**src/sv/hbridge_drive_with_overcurrent_trip_unit_defines.svh**
```systemverilog
// Assertion macros for the H-bridge drive with overcurrent trip.
// Each macro expects signals named clk and rst in the scope where it is used.
`ifndef HBRIDGE_DRIVE_WITH_OVERCURRENT_TRIP_UNIT_DEFINES_SVH
`define HBRIDGE_DRIVE_WITH_OVERCURRENT_TRIP_UNIT_DEFINES_SVH

// The property must hold in the same cycle as the condition.
`define HBDOT_ASSERT_IMPLIES(name, cond, prop) \
  name: assert property (@(posedge clk) disable iff (rst) (cond) |-> (prop)) \
    else $error("hbdot: same-cycle check failed");

// The property must hold in the cycle after the condition.
`define HBDOT_ASSERT_NEXT(name, cond, prop) \
  name: assert property (@(posedge clk) disable iff (rst) (cond) |=> (prop)) \
    else $error("hbdot: next-cycle check failed");

`endif

```
**src/sv/hbdot_pkg.sv**
```systemverilog
// Shared types, codes and constants for the H-bridge drive with overcurrent trip.
// No dependencies.
`timescale 1ns / 1ps

package hbdot_pkg;

  localparam int LEVEL_W     = 10;
  localparam int PWM_W       = 11;
  localparam int DUTY_W      = 7;
  localparam int REQ_W       = 3;
  localparam int CFG_INDEX_W = 2;
  localparam int PINS_W      = 3;

  localparam logic [REQ_W-1:0] REQ_RUN         = 3'd0;
  localparam logic [REQ_W-1:0] REQ_STOP        = 3'd1;
  localparam logic [REQ_W-1:0] REQ_SAMPLE      = 3'd2;
  localparam logic [REQ_W-1:0] REQ_SET_FAULT   = 3'd3;
  localparam logic [REQ_W-1:0] REQ_CLEAR_FAULT = 3'd4;

  localparam logic [CFG_INDEX_W-1:0] CFG_LIMIT_FORWARD = 2'd0;
  localparam logic [CFG_INDEX_W-1:0] CFG_LIMIT_REVERSE = 2'd1;

  localparam logic [LEVEL_W-1:0] LIMIT_FORWARD_RESET = 10'd400;
  localparam logic [LEVEL_W-1:0] LIMIT_REVERSE_RESET = 10'd100;

  // Pin word: bit 0 select, bit 1 bridge input A, bit 2 bridge input B.
  localparam logic [PINS_W-1:0] PINS_FORWARD = 3'b011;
  localparam logic [PINS_W-1:0] PINS_REVERSE = 3'b100;

  localparam logic [DUTY_W-1:0] DUTY_MAX = 7'd100;

  // duty * 1024 / 100 equals duty * 256 / 25; the reciprocal of 25 scaled by
  // 2^20 and rounded up is exact for every duty up to 100.
  localparam int          PWM_RECIP_W = 16;
  localparam int          PWM_SHIFT   = 12;
  localparam logic [PWM_RECIP_W-1:0] PWM_RECIP = 16'd41944;

  typedef struct packed {
    logic [REQ_W-1:0]   req_type;
    logic               direction;
    logic [DUTY_W-1:0]  duty_percent;
    logic [LEVEL_W-1:0] current_sample;
  } req_t;

  typedef struct packed {
    logic               drive_select;
    logic               drive_a;
    logic               drive_b;
    logic [PWM_W-1:0]   pwm_level;
    logic               running;
    logic               fault;
    logic [LEVEL_W-1:0] mean_current;
  } rsp_t;

  typedef struct packed {
    logic rd_en;
    logic wr_en;
    logic clear;
  } ram_ctl_t;

  function automatic logic [PWM_W-1:0] pwm_from_duty(input logic [DUTY_W-1:0] duty);
    logic [DUTY_W-1:0]             sat;
    logic [DUTY_W+PWM_RECIP_W-1:0] prod;
    sat  = (duty > DUTY_MAX) ? DUTY_MAX : duty;
    prod = sat * PWM_RECIP;
    return prod[PWM_SHIFT +: PWM_W];
  endfunction

endpackage

```
**src/sv/hbridge_drive_with_overcurrent_trip_unit.sv**
```systemverilog
// Top level of the H-bridge drive with moving-average overcurrent trip.
// Depends on hbdot_pkg, hbdot_sample_ram and the assertion macro header.
//
//   Channel  Direction  Handshake              Payload
//   cfg      in         cfg_valid / cfg_ready  cfg_index, cfg_data
//   req      in         req_valid / req_ready  req (req_t)
//   rsp      out        rsp_valid / rsp_ready  rsp (rsp_t)
//
// One item per cycle unless rsp is stalled; a request waits in p1 while the
// sample window memory is read, then updates the state and loads rsp.
// The configuration port always accepts; cfg_ready is tied high.
// Reset is synchronous; the window valid bits clear at once, with no sweep.
// A stalled result register holds the item behind it, and req_ready drops.
`timescale 1ns / 1ps
`include "hbridge_drive_with_overcurrent_trip_unit_defines.svh"

module hbridge_drive_with_overcurrent_trip_unit
  import hbdot_pkg::*;
#(
  parameter int WINDOW = 8
) (
  input  logic                   clk,
  input  logic                   rst,
  input  logic                   cfg_valid,
  output logic                   cfg_ready,
  input  logic [CFG_INDEX_W-1:0] cfg_index,
  input  logic [LEVEL_W-1:0]     cfg_data,
  input  logic                   req_valid,
  output logic                   req_ready,
  input  req_t                   req,
  output logic                   rsp_valid,
  input  logic                   rsp_ready,
  output rsp_t                   rsp
);

  localparam int SLOT_W      = $clog2(WINDOW);
  localparam int SUM_W       = LEVEL_W + SLOT_W;
  localparam int RECIP_SHIFT = SUM_W + SLOT_W;
  localparam logic [63:0] RECIP_FULL = ((64'd1 << RECIP_SHIFT) + WINDOW - 1) / WINDOW;
  localparam logic [SUM_W:0] MEAN_RECIP = RECIP_FULL[SUM_W:0];
  localparam logic [SLOT_W-1:0] SLOT_LAST = SLOT_W'(WINDOW - 1);

  logic [LEVEL_W-1:0] limit_forward;
  logic [LEVEL_W-1:0] limit_reverse;

  logic               p1_valid;
  req_t               p1_item;
  logic               p1_go;
  logic               p1_adv;
  logic               req_fire;
  logic               p1_store;

  logic [SLOT_W-1:0]  write_slot;
  logic [SLOT_W-1:0]  write_slot_next;
  logic [SLOT_W-1:0]  slot_inc;
  logic [SLOT_W-1:0]  rd_addr;
  logic [SUM_W-1:0]   window_sum;
  logic [SUM_W-1:0]   window_sum_next;
  logic [SUM_W-1:0]   sum_stored;
  logic [2*SUM_W:0]   mean_prod;
  logic [LEVEL_W-1:0] mean_calc;
  logic               started_flag;
  logic               started_flag_next;
  logic               fault_flag;
  logic               fault_flag_next;
  logic [LEVEL_W-1:0] active_limit;
  logic [LEVEL_W-1:0] active_limit_next;
  logic [PINS_W-1:0]  drive_pins;
  logic [PINS_W-1:0]  drive_pins_next;
  logic [PWM_W-1:0]   pwm_value;
  logic [PWM_W-1:0]   pwm_value_next;
  logic [LEVEL_W-1:0] last_mean;
  logic [LEVEL_W-1:0] last_mean_next;
  rsp_t               rsp_next;

  ram_ctl_t           ram_ctl;
  logic [LEVEL_W-1:0] old_sample;

  assign cfg_ready = 1'b1;

  always_ff @(posedge clk) begin
    if (rst) begin
      limit_forward <= LIMIT_FORWARD_RESET;
      limit_reverse <= LIMIT_REVERSE_RESET;
    end else if (cfg_valid) begin
      unique case (cfg_index)
        CFG_LIMIT_FORWARD: limit_forward <= cfg_data;
        CFG_LIMIT_REVERSE: limit_reverse <= cfg_data;
        default: ;
      endcase
    end
  end

  assign p1_go     = !rsp_valid || rsp_ready;
  assign p1_adv    = p1_valid && p1_go;
  assign req_ready = !p1_valid || p1_go;
  assign req_fire  = req_valid && req_ready;

  always_ff @(posedge clk) begin
    if (rst) begin
      p1_valid <= 1'b0;
    end else if (req_ready) begin
      p1_valid <= req_valid;
    end
  end

  always_ff @(posedge clk) begin
    if (req_fire) begin
      p1_item <= req;
    end
  end

  // The read for the incoming item addresses the slot left by the item ahead of it.
  assign p1_store        = p1_valid && p1_item.req_type == REQ_SAMPLE && started_flag;
  assign slot_inc        = (write_slot == SLOT_LAST) ? '0 : write_slot + 1'b1;
  assign write_slot_next = (p1_adv && p1_store) ? slot_inc : write_slot;
  assign rd_addr         = write_slot_next;

  assign ram_ctl.rd_en = req_fire;
  assign ram_ctl.wr_en = p1_adv && p1_store;
  assign ram_ctl.clear = p1_adv && p1_item.req_type == REQ_STOP;

  hbdot_sample_ram #(
    .DEPTH (WINDOW)
  ) u_window (
    .clk     (clk),
    .rst     (rst),
    .ctl     (ram_ctl),
    .rd_addr (rd_addr),
    .wr_addr (write_slot),
    .wr_data (p1_item.current_sample),
    .rd_data (old_sample)
  );

  assign sum_stored = window_sum - SUM_W'(old_sample) + SUM_W'(p1_item.current_sample);
  assign mean_prod  = sum_stored * MEAN_RECIP;
  assign mean_calc  = mean_prod[RECIP_SHIFT +: LEVEL_W];

  always_comb begin
    window_sum_next   = window_sum;
    started_flag_next = started_flag;
    fault_flag_next   = fault_flag;
    active_limit_next = active_limit;
    drive_pins_next   = drive_pins;
    pwm_value_next    = pwm_value;
    last_mean_next    = last_mean;
    case (p1_item.req_type)
      REQ_RUN: begin
        if (!fault_flag) begin
          drive_pins_next   = p1_item.direction ? PINS_FORWARD : PINS_REVERSE;
          active_limit_next = p1_item.direction ? limit_forward : limit_reverse;
          pwm_value_next    = pwm_from_duty(p1_item.duty_percent);
          started_flag_next = 1'b1;
        end
      end
      REQ_STOP: begin
        pwm_value_next    = '0;
        started_flag_next = 1'b0;
        window_sum_next   = '0;
      end
      REQ_SAMPLE: begin
        if (started_flag) begin
          window_sum_next = sum_stored;
          last_mean_next  = mean_calc;
          fault_flag_next = mean_calc > active_limit;
        end else begin
          fault_flag_next = 1'b0;
        end
      end
      REQ_SET_FAULT:   fault_flag_next = 1'b1;
      REQ_CLEAR_FAULT: fault_flag_next = 1'b0;
      default: ;
    endcase
  end

  always_comb begin
    rsp_next.drive_select = drive_pins_next[0];
    rsp_next.drive_a      = drive_pins_next[1];
    rsp_next.drive_b      = drive_pins_next[2];
    rsp_next.pwm_level    = pwm_value_next;
    rsp_next.running      = started_flag_next;
    rsp_next.fault        = fault_flag_next;
    rsp_next.mean_current = last_mean_next;
  end

  always_ff @(posedge clk) begin
    if (rst) begin
      write_slot   <= '0;
      window_sum   <= '0;
      started_flag <= 1'b0;
      fault_flag   <= 1'b0;
      active_limit <= '0;
      drive_pins   <= '0;
      pwm_value    <= '0;
      last_mean    <= '0;
    end else if (p1_adv) begin
      write_slot   <= write_slot_next;
      window_sum   <= window_sum_next;
      started_flag <= started_flag_next;
      fault_flag   <= fault_flag_next;
      active_limit <= active_limit_next;
      drive_pins   <= drive_pins_next;
      pwm_value    <= pwm_value_next;
      last_mean    <= last_mean_next;
    end
  end

  always_ff @(posedge clk) begin
    if (rst) begin
      rsp_valid <= 1'b0;
    end else if (p1_go) begin
      rsp_valid <= p1_valid;
    end
  end

  always_ff @(posedge clk) begin
    if (p1_adv) begin
      rsp <= rsp_next;
    end
  end

  `HBDOT_ASSERT_IMPLIES(a_read_write_apart, ram_ctl.rd_en && ram_ctl.wr_en, rd_addr != write_slot)
  `HBDOT_ASSERT_NEXT(a_stop_clears, ram_ctl.clear, window_sum == '0 && pwm_value == '0 && !started_flag)
  `HBDOT_ASSERT_NEXT(a_stalled_read_holds, p1_valid && !p1_go, $stable(old_sample))
  `HBDOT_ASSERT_NEXT(a_trip_follows_mean, ram_ctl.wr_en, fault_flag == (last_mean > active_limit))

endmodule

```
**src/sv/hbdot_sample_ram.sv**
```systemverilog
// Sample window memory: one write and one registered read per cycle.
// Per-entry valid bits make a cleared or unwritten entry read as zero; uses hbdot_pkg.
`timescale 1ns / 1ps

module hbdot_sample_ram
  import hbdot_pkg::*;
#(
  parameter int DEPTH = 8,
  localparam int ADDR_W = $clog2(DEPTH)
) (
  input  logic               clk,
  input  logic               rst,
  input  ram_ctl_t           ctl,
  input  logic [ADDR_W-1:0]  rd_addr,
  input  logic [ADDR_W-1:0]  wr_addr,
  input  logic [LEVEL_W-1:0] wr_data,
  output logic [LEVEL_W-1:0] rd_data
);

  logic [LEVEL_W-1:0] mem [DEPTH];
  logic [LEVEL_W-1:0] mem_q;
  logic [DEPTH-1:0]   entry_valid;
  logic               hit_q;

  always_ff @(posedge clk) begin
    if (ctl.wr_en) begin
      mem[wr_addr] <= wr_data;
    end
    if (ctl.rd_en) begin
      mem_q <= mem[rd_addr];
    end
  end

  always_ff @(posedge clk) begin
    if (rst) begin
      entry_valid <= '0;
      hit_q       <= 1'b0;
    end else begin
      if (ctl.clear) begin
        entry_valid <= '0;
      end else if (ctl.wr_en) begin
        entry_valid[wr_addr] <= 1'b1;
      end
      if (ctl.rd_en) begin
        hit_q <= entry_valid[rd_addr] & ~ctl.clear;
      end
    end
  end

  assign rd_data = hit_q ? mem_q : '0;

endmodule

```
**config.mk**
```make
export PLATFORM = sky130hd
export DESIGN_NAME = hbridge_drive_with_overcurrent_trip_unit
export DESIGN_NICKNAME = d
export VERILOG_FILES = /design/src/sv/hbdot_pkg.sv /design/src/sv/hbridge_drive_with_overcurrent_trip_unit.sv /design/src/sv/hbdot_sample_ram.sv
export VERILOG_INCLUDE_DIRS = /design/src /design/src/sv
export SDC_FILE = /design/constraint.sdc
export NUM_CORES = 1
export LEC_CHECK = 0
export ABC_AREA = 1
export BUFFER_PORTS_ARGS = -buffer_cell sky130_fd_sc_hd__buf_2
export CAP_MARGIN = 0
export CELL_PAD_IN_SITES_DETAIL_PLACEMENT = 0
export CELL_PAD_IN_SITES_GLOBAL_PLACEMENT = 1
export CORE_ASPECT_RATIO = 2
export CORE_UTILIZATION = 30
export DETAILED_ROUTE_END_ITERATION = 8
export PLACE_DENSITY_LB_ADDON = 0.1
export SETUP_SLACK_MARGIN = 0.2
export SLEW_MARGIN = 20
export SYNTH_ARGS = -nofsm -noshare
export SYNTH_HDL_FRONTEND = slang
export SYNTH_SLANG_ARGS = --single-unit
```
**constraint.sdc**
```tcl
create_clock -name clk -period 13.6 [get_ports clk]
set_input_delay 2.72 -clock clk [delete_from_list [all_inputs] [get_ports clk]]
set_output_delay 2.72 -clock clk [all_outputs]
set_load 0.02 [all_outputs]
```
Word level (Yosys, flattened, before mapping)

Memories as Yosys holds them, arrays and structs flattened. A register that Yosys moved wholly into a read port is not among the register bits.
Index checks and enable logic that the tools add are counted.

Memory bits (writable): 80
Logic and storage cells: 89
Bits in latches: 0
Memories kept: 1
ROM bits: 0
Bits of input ports: 38
Bits in registers: 130

Bitwise operators: 4
Add/subtract/negate cells: 3
Divide/modulo/power cells: 0
$lt $le $gt $ge: 5
Multiply operators: 1
Multiplexer cells: 24
Shift operators: 0
Reduce and logical (&&, ||, !) cells: 19
Eq/ne operators: 7

Memories:

| memory       | depth | bits a word | rd ports | clocked after memory_dff | wr ports | RTL line               | source |
|---|---|---|---|---|---|---|---|
| u_window.mem | 8     | 10          | 1        | 1                        | 1        | hbdot_sample_ram.sv:20 | `logic [LEVEL_W-1:0] mem [DEPTH];` |

Operators with widths:

| kind                    | number |
|---|---|
| $mux W10                | 4 |
| $pmux W13 S2            | 1 |
| $pmux W11 S2            | 1 |
| $mul A7 B13 Y20 const B | 1 |
| $mux W3                 | 5 |
| $add A13 B10 Y13        | 1 |
| $mux W13                | 1 |
| $sub A13 B10 Y13        | 1 |
| $mux W11                | 1 |
| $gt A10 B10 Y1          | 1 |
| $lt A3 B4 Y1 const B    | 2 |
| $or A8 B8 Y8            | 1 |
| $gt A7 B7 Y1 const B    | 1 |
| $logic_and A1 B1 Y1     | 7 |
| $mux W7                 | 1 |
| $eq A3 B2 Y1 const B    | 2 |
| $eq A3 B3 Y1 const B    | 2 |
| $mux W1                 | 6 |
| $reduce_and A3 Y1       | 2 |
| $reduce_and A2 Y1       | 2 |
| $add A3 B1 Y3 const B   | 1 |
| $bmux W1 S3             | 1 |
| $demux W1 S3            | 1 |
| $eq A3 B1 Y1 const B    | 1 |
| other kinds (13)        | 16 |

Depth between registers and ports, before layout

Depth in word-level cells: 8
Mapped depth: 29

Cells and area by module

From an unflattened synthesis, not the netlist that was laid out.

Cells, all modules: 1256
Area, all modules: 11539.8 µm²

Modules (own cells, without submodules):

| module                                   | sequential area each (µm²) | cells an instance | area each (µm²) | instances |
|---|---|---|---|---|
| hbridge_drive_with_overcurrent_trip_unit | 2892.8                     | 928               | 7613.6          | 1 |
| hbdot_sample_ram                         | 2882.8                     | 328               | 3926.3          | 1 |

Least setup slack after synthesis

OpenSTA, ideal clock, no wires.

Path kind: input-to-output
Start: input rsp_ready
End: output req_ready
Buffers on the path: 0
Required time: 10880 ps
Stages: 2
Setup slack: 7907 ps
Arrival: 2973 ps
Path through: inv_1 nand3_1

Cells in the longest elaborated chain, start to end: 2

RTL lines:

| element            | RTL line                                       | source |
|---|---|---|
| start, declared    | hbridge_drive_with_overcurrent_trip_unit.sv:32 | `input logic rsp_ready,` |
| $logic_or A1 B1 Y1 | hbridge_drive_with_overcurrent_trip_unit.sv:94 | `assign p1_go = !rsp_valid \|\| rsp_ready;` |
| $logic_or A1 B1 Y1 | hbridge_drive_with_overcurrent_trip_unit.sv:96 | `assign req_ready = !p1_valid \|\| p1_go;` |
| end, declared      | hbridge_drive_with_overcurrent_trip_unit.sv:29 | `output logic req_ready,` |

Every way passes these cells.

Final worst setup path

Ends and elaborated chain as after synthesis.

==> results.yml <==
logic_synthesis:
  synth_top_flop_cell: "edfxtp_1"
  async_flop_share: 0
  yosysWarningCount: 0
  synth_enable_flop_cells: 137
  synth_top_area_share: 0.360
  synthesis.nets: 1379
  synth.cell_area_um2: 11400
  synth.top_cells.by_area: "edfxtp_1 36%, dfxtp_1 15%, ha_1 8.1%"
  syn_inst: 1240
  yosysMostFrequentCell: "nand2_1"
  synth_top_area_cell: "edfxtp_1"
  syn_area_per_cell_um2: 9.22
  ys_seq_area_frac: 0.505
  synth_commonest_cells: "224 x nand2_1, 179 x inv_1, 137 x edfxtp_1"
  ys_seq_elements: 220
  synth.distinct_cells: 47
flow_run:
  drv_cap: 0
clock_tree:
  cts_root_buf: "clkbuf_16"
  cts_resized: 0
  clkLatencyLatePin_ps: 530
  cts_tree: "built"
  clkTransAtPathRegs_ps: 60
  cts_sinks: 220
  numCtsBuffers: 23
  cts_setup_buffers: 0
  holdBufCountCts: 0
  clock_path_buffers: 3
  h-tree-depth: 1
layout:
  areaGrowthSynthToFinish_pct: 13.1
  nets: 1431
  diodes: 0
  fin_cells: 1766
  stdcell_area_um2: 12900
  multi_input_area_um2: 4750
  fillers: 3934
  regArea_um2: 5780
  drive_gt1_frac: 0.103
  post-route-util: 0.346
critical_path:
  cp_max_fo: 3
  cp.arrival_ps: 3140
  worst-path-stages: 4
  cp_top_family: "buffers and inverters"
  critPathBufInv: 3
  path_class: "primary input to output pin"
  cp-end-kind: "output pin"
  start_kind: "primary input"
  required_ps: 10880
  crit_chain: "buf_2 -> inv_1 -> nand3_1 -> buf_2"
  reg2reg_depth: 21
  max_stage_delay_ps: 180
  slowest_stage: "buf_2"
  crit_path_frequent_cell: "buf_2"
sta:
  finalSetupTns_ps: 0
  whs_ps: 458
  post-route-min-period_ps: 5860
  max_freq_ghz: 0.171
  max_slew.worst_pin.slew_ps: 954
  grt_setup_unrepaired: "false"
  hold_viol_final: 0
  slew_headroom: 0.363
  timing.final.crit_share: 0.431
  fin_skew_ps: 14.5
  drv_slew: 0
  setup_violations: 0
  finalWorstSetupSlack_ps: 7740
floorplan:
  boundaryPins: 67
  die_h_um: 278
  core-area_um2: 37400
  die_x_um: 140
  die-area_um2: 38900
  start_util: 0.305
  rows: 100
hold_path:
  min_path_cells: 2
  min_path_type: "flip-flop to flip-flop"
global_routing:
  grt_pass1_vias: 8895
  grt_max_degree: 48
  overflow: 0
  grt_pass1_wl_um: 49300
  grt_antenna_before_repair: 0
  grt_use_total: 0.168
detailed_routing:
  drc: 0
  firstDrtPassIters: 6
  dr_total_vias: 8342
  viasPerCell: 4.72
  first_iter_violations: 196
  wl_per_cell_um: 17.8
  wl_um: 31500
  antenna_left: 0
place:
  dpl_cell_area_um2: 12200
  hpwl_um: 23300
  dp_cells: 1725
  gp_congestion: 0.792
  pre_cts_slack_ps: 7730
  portBuffers: 65
outcome:
  status: "finished clean"
power_and_ir_drop:
  p_leak_nw: 5.62
  cellPowerDensity_nw_per_um2: 135
  irDropWorstVdd_uv: 91.5
  power.total_mw: 1.75
## cells in the final DEF (no fill, tap or decap), types with 5 or more instances in the layout
master     count
dfxtp_1       83
nand3_1       37
a21oi_1      126
inv_2          5
inv_1        178
nand2_1      224
xor2_1         9
o21ai_1       13
edfxtp_1     137
o21ai_0       81
buf_4          9
fa_1          27
o32ai_1       20
nor3_1         5
clkbuf_16     24
nor2_2         9
buf_2         65
a31oi_1       12
nor2_1       106
ha_1          74
clkinv_1       9
## worst min-delay path, cell delays in order, from the launching register on
cell and delay (ps):
dfxtp_1 290, inv_1 60, a21oi_1 60
## flip-flops by register name (all words and copies together), names as in the netlist
signal	cells
rsp_valid	1
fault_flag	1
limit_reverse	10
window_sum	13
u_window.mem	80
u_window.mem_q	10
last_mean	10
pwm_value	11
rsp	26
u_window.entry_valid	8
u_window.hit_q	1
active_limit	10
limit_forward	10
drive_pins	3
p1_item	21
write_slot	3
started_flag	1
p1_valid	1
## logic make-up (layout without fill, tap and decap cells)
group	count (synthesis)	in the layout	synth area share
and+or+nand+nor	396	396	0.141
AOI/OAI and AO/OA	274	274	0.134
xor gates and xnor gates	12	12	0.00920
buffers and inverters	236	303	0.0810
adders and majority gates	101	101	0.128
DFF	220	220	0.505
other	1	1	0.000328
## metal layers
metal / wire length (um) / global-route usage / part of all wire / vias up
met5: 0 / 0 / 0 / -
met1: 11100 / 0.158 / 0.35 / 3952
met4: 1040 / 0.0682 / 0.033 / 0
met3: 672 / 0.0162 / 0.021 / 48
met2: 18700 / 0.355 / 0.59 / 110
li1: - / - / - / 4232
## area by class of cell
cell class,instances,area share
flip-flops and latches,220,0.447
multi-input cells,784,0.367
inverters,188,0.0546
clock buffers,28,0.0484
well taps,459,0.0444
repair buffers,75,0.0316
clock inverters,12,0.00707
## final timing paths
| path | slack (ps) | to | from |
|---|---|---|---|
| worst max-delay path | 7740 | req_ready | rsp_ready |
| worst min-delay path | 460 | drive_pins[0] | drive_pins[0] |
| worst max register to register | 8320 | rsp[21] | p1_item[16] |
| worst min register to register | 460 | drive_pins[0] | drive_pins[0] |
## report_power, final
part | switching, mW | total (mW) | internal (mW) | leakage, nW
clock network | 0.268 | 0.613 | 0.346 | 0.343
registers | 0.0126 | 0.739 | 0.726 | 1.95
logic | 0.261 | 0.393 | 0.132 | 3.33
Note: power is estimated with default switching activity, not from simulation.
